==> config.mk <==
export PLATFORM = sky130hd
export DESIGN_NAME = time_of_day_minute_clock_unit
export DESIGN_NICKNAME = d
export VERILOG_FILES = /design/src/rtl/todmc_pkg.sv /design/src/rtl/time_of_day_minute_clock_unit.sv
export SDC_FILE = /design/constraint.sdc
export NUM_CORES = 1
export LEC_CHECK = 0
export BUFFER_PORTS_ARGS = -buffer_cell sky130_fd_sc_hd__buf_2
export CAP_MARGIN = 20
export CORE_MARGIN = 5
export CORE_UTILIZATION = 36
export DETAILED_ROUTE_END_ITERATION = 8
export SLEW_MARGIN = 20
export SYNTH_ARGS = -nofsm -noshare
export SYNTH_HDL_FRONTEND = slang
export SYNTH_SLANG_ARGS = --single-unit
==> constraint.sdc <==
create_clock -name i_clk -period 10.6 [get_ports i_clk]
set_input_delay 1.06 -clock i_clk [delete_from_list [all_inputs] [get_ports i_clk]]
set_output_delay 1.06 -clock i_clk [all_outputs]
set_load 0.005 [all_outputs]
==> src/rtl/todmc_pkg.sv <==
package todmc_pkg;

    localparam int unsigned HourW    = 5;
    localparam int unsigned MinuteW  = 6;
    localparam int unsigned SecondW  = 6;
    localparam int unsigned PhaseW   = 3;
    localparam int unsigned StepW    = 4;
    localparam int unsigned HourCntW = 8;
    localparam int unsigned TotalW   = 11;

    localparam int unsigned InDataW  = 24;
    localparam int unsigned OutDataW = 24;

    localparam logic [HourCntW-1:0] HourUnset      = 8'hFF;
    localparam logic [HourCntW-1:0] HoursPerDay    = 8'd24;
    localparam logic [PhaseW-1:0]   TicksPerStep   = 3'd6;
    localparam logic [StepW-1:0]    StepsPerMinute = 4'd10;
    localparam logic [MinuteW-1:0]  MinutesPerHour = 6'd60;

    // Command codes carried in the input tuser bit.
    typedef enum logic {
        t_cmd_tick = 1'b0,
        t_cmd_set  = 1'b1
    } t_cmd;

    typedef struct packed {
        logic [StepW-1:0]  step;
        logic [PhaseW-1:0] phase;
    } t_sec_split;

    // Splits a second value into six-second steps and the remainder. The
    // quotient uses a multiply by 43/256, which is exact for 0 to 63.
    function automatic t_sec_split split_second(input logic [SecondW-1:0] s);
        logic [13:0]        prod;
        logic [StepW-1:0]   q;
        logic [SecondW-1:0] rem;
        t_sec_split         res;
        prod      = 14'(s) * 14'd43;
        q         = prod[11:8];
        rem       = s - 6'(q) * 6'd6;
        res.step  = q;
        res.phase = rem[PhaseW-1:0];
        return res;
    endfunction

endpackage

==> src/rtl/time_of_day_minute_clock_unit.sv <==
// Time-of-day clock driven by one-second tick words. Each input word is either
// a tick (tuser low) or a time set (tuser high) that loads hour, minute and
// second; every input word yields exactly one output word with the current
// hour, minute and minutes since midnight, taken after that word's update.
// After reset the hour holds the not-set marker and the output shows zeros with
// its valid flag low until a set arrives; a clock that runs while not set still
// counts and wraps its hour into the valid range. The block takes one word per
// clock while the output is not stalled: an input register holds the accepted
// word, and the counter update with its constant compares then fills the output
// register. Backpressure on the output stalls both stages, and the input
// register can still take one word while a finished word waits to be taken.
module time_of_day_minute_clock_unit (
    input  logic        i_clk,
    input  logic        i_rst_n,
    input  logic        s_axis_tvalid,
    output logic        s_axis_tready,
    // [4:0] new_hour, [10:5] new_minute, [16:11] new_second, [23:17] zero
    input  logic [todmc_pkg::InDataW-1:0]  s_axis_tdata,
    // [0] cmd: tick or set
    input  logic        s_axis_tuser,
    output logic        m_axis_tvalid,
    input  logic        m_axis_tready,
    // [4:0] hour_now, [10:5] minute_now, [21:11] day_minutes, [23:22] zero
    output logic [todmc_pkg::OutDataW-1:0] m_axis_tdata,
    // [0] time_valid
    output logic        m_axis_tuser
);
    import todmc_pkg::*;

    // Input register stage.
    logic                  r_in_valid;
    logic                  r_in_cmd;
    logic [HourW-1:0]      r_in_hour;
    logic [MinuteW-1:0]    r_in_minute;
    logic [SecondW-1:0]    r_in_second;

    // Clock state.
    logic [PhaseW-1:0]     r_phase,  n_phase;
    logic [StepW-1:0]      r_step,   n_step;
    logic [MinuteW-1:0]    r_minute, n_minute;
    logic [HourCntW-1:0]   r_hour,   n_hour;
    logic [TotalW-1:0]     r_total,  n_total;

    // Output register stage.
    logic                  r_out_valid;
    logic                  r_out_tvalid_flag;
    logic [HourW-1:0]      r_out_hour;
    logic [MinuteW-1:0]    r_out_minute;
    logic [TotalW-1:0]     r_out_total;

    logic                  advance;
    t_sec_split            sec_split;
    logic [PhaseW-1:0]     phase_inc;
    logic [StepW-1:0]      step_inc;
    // One bit wider so that a minute loaded as 63 still sees 64 and rolls.
    logic [MinuteW:0]      minute_inc;
    logic [HourCntW-1:0]   hour_inc;
    logic [TotalW-1:0]     total_inc;
    logic [TotalW-1:0]     set_total;

    // The update stage moves whenever the output register is free or drains.
    assign advance       = r_in_valid && (!r_out_valid || m_axis_tready);
    assign s_axis_tready = !r_in_valid || advance;

    always_ff @(posedge i_clk) begin
        if (!i_rst_n) begin
            r_in_valid <= 1'b0;
        end else if (s_axis_tready) begin
            r_in_valid <= s_axis_tvalid;
        end
    end

    always_ff @(posedge i_clk) begin
        if (s_axis_tvalid && s_axis_tready) begin
            r_in_cmd    <= s_axis_tuser;
            r_in_hour   <= s_axis_tdata[4:0];
            r_in_minute <= s_axis_tdata[10:5];
            r_in_second <= s_axis_tdata[16:11];
        end
    end

    assign sec_split  = split_second(r_in_second);
    assign phase_inc  = r_phase + 3'd1;
    assign step_inc   = r_step + 4'd1;
    assign minute_inc = {1'b0, r_minute} + 7'd1;
    assign hour_inc   = r_hour + 8'd1;
    assign total_inc  = r_total + 11'd1;
    assign set_total  = 11'(r_in_hour) * 11'd60 + 11'(r_in_minute);

    // Cascaded counter update for a tick, or a direct load for a set.
    always_comb begin
        n_phase  = r_phase;
        n_step   = r_step;
        n_minute = r_minute;
        n_hour   = r_hour;
        n_total  = r_total;
        case (t_cmd'(r_in_cmd))
            t_cmd_set: begin
                n_hour   = 8'(r_in_hour);
                n_minute = r_in_minute;
                n_total  = set_total;
                n_step   = sec_split.step;
                n_phase  = sec_split.phase;
            end
            t_cmd_tick: begin
                n_phase = phase_inc;
                if (phase_inc >= TicksPerStep) begin
                    n_phase = '0;
                    n_step  = step_inc;
                    if (step_inc >= StepsPerMinute) begin
                        n_step   = '0;
                        n_minute = minute_inc[MinuteW-1:0];
                        n_total  = total_inc;
                        if (minute_inc >= {1'b0, MinutesPerHour}) begin
                            n_minute = '0;
                            n_hour   = hour_inc;
                            // Rolling into hour 24 starts a new day.
                            if (hour_inc == HoursPerDay) begin
                                n_hour  = '0;
                                n_total = '0;
                            end
                        end
                    end
                end
            end
            default: begin
                n_phase = r_phase;
            end
        endcase
    end

    always_ff @(posedge i_clk) begin
        if (!i_rst_n) begin
            r_phase  <= '0;
            r_step   <= '0;
            r_minute <= '0;
            r_hour   <= HourUnset;
            r_total  <= '0;
        end else if (advance) begin
            r_phase  <= n_phase;
            r_step   <= n_step;
            r_minute <= n_minute;
            r_hour   <= n_hour;
            r_total  <= n_total;
        end
    end

    always_ff @(posedge i_clk) begin
        if (!i_rst_n) begin
            r_out_valid <= 1'b0;
        end else if (advance) begin
            r_out_valid <= 1'b1;
        end else if (m_axis_tready) begin
            r_out_valid <= 1'b0;
        end
    end

    // Fields read as zero while the hour still holds the not-set marker.
    always_ff @(posedge i_clk) begin
        if (advance) begin
            r_out_tvalid_flag <= (n_hour != HourUnset);
            if (n_hour != HourUnset) begin
                r_out_hour   <= n_hour[HourW-1:0];
                r_out_minute <= n_minute;
                r_out_total  <= n_total;
            end else begin
                r_out_hour   <= '0;
                r_out_minute <= '0;
                r_out_total  <= '0;
            end
        end
    end

    assign m_axis_tvalid = r_out_valid;
    assign m_axis_tuser  = r_out_tvalid_flag;
    assign m_axis_tdata  = {2'b00, r_out_total, r_out_minute, r_out_hour};

endmodule

==> flow_summary.ini <==
[run_status]
status = completed

[worst_setup_path]
worstReg2RegStart = r_in_second[3]$_DFFE_PP_
r2r_cells = 15
end_kind = flip-flop
r2r_slack_ps = 6280
crit_required_ps = 10830
path_depth = 15
cp_top_family = adder cells
slowest_delay_ps = 560
endpoint = r_phase[2]$_SDFFE_PN0P_
startpoint = r_in_second[3]$_DFFE_PP_
crit_chain = ha_1 -> inv_1 -> fa_1 -> fa_1 -> inv_1 -> ha_1 -> and4_1 -> a221oi_1 -> o21bai_1 -> xnor2_1 -> ha_1 -> xnor2_1 -> xnor2_1 -> mux2i_1 -> a31oi_1
timing.critical_path.buf_inv = 2
cp_data_arrival_time_ps = 4550
start_kind = flip-flop
r2r-end = r_phase[2]$_SDFFE_PN0P_
crit_type = flip-flop to flip-flop
cp_slowest_cell = fa_1
path_max_fanout = 4

[global_routing]
gr-total-overflow = 0
antenna_found_initial = 0
grt_max_degree = 55
first_global_vias = 4095
grt_pass1_wl_mm = 20.3
groute.usage.overall_pct = 14.2

[logic_synthesis]
synth.area.top_cells = edfxtp_1 23%, dfxtp_1 13%, ha_1 12%
synthCells = 570
yosysTopAreaCell = edfxtp_1
synth_area_mm2 = 0.00537
synthMuxAreaShare_pct = 0.932
synth_top_family_by_area = compound AO/OA/AOI/OAI gates
ys.flop_type = edfxtp_1
synth-adder-area-share_pct = 16.4
synth_top_cell_area_share_pct = 22.9
synth_compound_area_share_pct = 20.6
ys_warn_count = 0
synthXorXnorAreaFrac_pct = 4.71
synth_common_cells = 51 x ha_1, 49 x inv_1, 47 x a21oi_1
syn_avg_cell_area_um2 = 9.42
yosys.area_share.simple_pct = 15.5
yosysMostFrequentCell = ha_1
yosysSeqAreaShare_pct = 35.6
synth-seq-cells = 75
synth_cell_types = 70
synth_edf_count = 41
postSynth.asyncResetShare_pct = 0

[timing]
finalSetupViolCount = 0
rsz0062_at_grt = no
fin_setup_tns_ps = 0
slew_headroom_pct = 33.7
clock.fmax_ghz = 0.231
worstMarginPinSlew_ps = 995
worst_clock_skew_ps = 6.78
min_period_ps = 4320
hold_viol_final = 0
finalCritPeriodShare_pct = 40.8
slew_violations = 0

[drt]
drt-wirelength-per-cell_um = 15.4
vias = 4335
drtAntennaViolNets = 0
dr.pass1.iters = 5
viasPerCell = 5.48
drc = 0
drt-initial-drc-count = 421
routed_wl_mm = 12.2

[cts]
cts_tree = done
cts_buffers = 9
clkSinkCount = 75
cts_resized = 0
cts_buffer_depth = 2
post-cts-setup-buffers = 0
clk_pin_slew_worst_paths_ps = 60
ctsHoldBuffers = 0
clock_latency_ps = 340
htree_levels = 3
clockRootBuffer = clkbuf_16

[hold_path]
worst_hold_path_type = flip-flop to flip-flop

[final_layout]
utilization_pct = 41.4
drive_gt1_share_pct = 14.5
fill_cells = 1441
num_antenna_cells = 0
multi_input_area_mm2 = 0.00313
nets = 694
areaGrowthSynthToFinish_pct = 12.5
layout.cells.non_filler = 791
ff_latch_area_mm2 = 0.00191

[power]
cellPowerDensity_mw_per_mm2 = 157
leakage_nw = 2.51
vdd_drop_max_uv = 105

[placed_design]
portBuffers = 46
routabilityCongestion = 0.806
place_inst = 775
dp_hpwl_mm = 8.87

[floorplanning]
dieArea_mm2 = 0.0175
ios = 56
fp.coreArea_mm2 = 0.0146
die_w_um = 132
start_util_pct = 36.8
chipHeight_um = 132
rows = 44

[flow_run]
cap_violations = 0
stage by stage:
| step | instance area [um^2] | hold slack, ps | setup slack [ps] | total power [mW] |
|---|---|---|---|---|
| 6_report | 6040 | 478 | 6280 | 0.946 |
| 5_1_grt | 6040 | 502 | 5940 | 1.01 |
| 4_1_cts | 6030 | 482 | 6260 | 0.956 |
| 3_5_place_dp | 5710 | 473 | 6280 | 0.618 |
| 3_3_place_gp | 5710 | 463 | 6370 | 0.610 |
| 2_1_floorplan | 5370 | 453 | 6710 | 0.556 |
cell usage in the layout, fill, tap and decap left out, types with 4 or more instances in the layout:
cell type	instances
a211oi_1	5
fa_1	12
nor2b_1	5
and3_1	7
nand2_1	39
nor2_1	35
xnor2_1	17
a21o_1	5
buf_2	46
mux2i_1	5
buf_4	4
dfxtp_1	34
and2_1	10
a21oi_2	9
xor2_1	10
a31oi_1	5
nor4_1	4
nor3_1	5
edfxtp_1	41
a22oi_1	14
a21oi_1	47
inv_1	49
o21a_1	4
o22ai_1	5
nor3b_1	4
ha_1	51
nor4b_1	4
o211ai_1	11
nand2b_1	5
nand3_1	15
o21ai_0	31
clkbuf_16	9
worst min-delay path by stage:
stage,slack (ps),startpoint,end,cells after the start
final,480,r_phase[1]$_SDFFE_PN0P_,r_phase[1]$_SDFFE_PN0P_,2
after global routing,500,r_phase[1]$_SDFFE_PN0P_,r_phase[1]$_SDFFE_PN0P_,2
after CTS,480,r_phase[1]$_SDFFE_PN0P_,r_phase[1]$_SDFFE_PN0P_,2
after detailed placement,470,r_phase[1]$_SDFFE_PN0P_,r_phase[1]$_SDFFE_PN0P_,2
after global placement,460,r_phase[1]$_SDFFE_PN0P_,r_phase[1]$_SDFFE_PN0P_,2
after floorplan,450,r_phase[1]$_SDFFE_PN0P_,r_phase[1]$_SDFFE_PN0P_,2
sequential cells by signal (all words and copies together) (netlist names):
register,flops
r_out_total,11
r_total,11
r_hour,8
r_in_minute,6
r_in_second,6
r_minute,6
r_out_minute,6
r_in_hour,5
r_out_hour,5
r_step,4
r_phase,3
m_axis_tuser,1
m_axis_tvalid,1
r_in_cmd,1
r_in_valid,1
area by class of cell:
class | count | share of cell area, %
clock inverter | 6 | 1.47
clock buffer | 10 | 3.79
timing repair buffer | 50 | 4.31
sequential | 75 | 31.7
multi-input combinational | 416 | 51.8
tap | 184 | 3.81
inverter | 50 | 3.11
worst min-delay path, stage by stage, from the launching register on:
cell     delay (ps)
dfxtp_1         320
nand2_1          60
a21oi_1          50
cells by family (layout without fill, tap and decap cells):
logic type / count (synthesis) / after routing
xor gates and xnor gates: 28 / 28
adders and majority gates: 63 / 63
buffers and inverters: 80 / 116
other: 1 / 2
muxes: 5 / 5
AOI/OAI and AO/OA: 165 / 165
and+or+nand+nor: 153 / 153
DFF: 75 / 75
power by group:
| group | total, mW | switching (mW) | leakage (nW) | internal (mW) |
|---|---|---|---|---|
| sequential | 0.350 | 0.0179 | 0.670 | 0.332 |
| clock | 0.333 | 0.126 | 0.151 | 0.207 |
| combinational | 0.263 | 0.152 | 1.69 | 0.112 |
| total | 0.946 | 0.296 | 2.51 | 0.650 |
metal layers:
metal	wire, um	up-vias	track usage, %
li1	-	2134	-
met1	5780	2066	19.6
met2	5420	126	21.9
met3	844	9	4.01
met4	131	0	3.60
met5	0	-	0
Note: power is estimated with default switching activity, not from simulation.
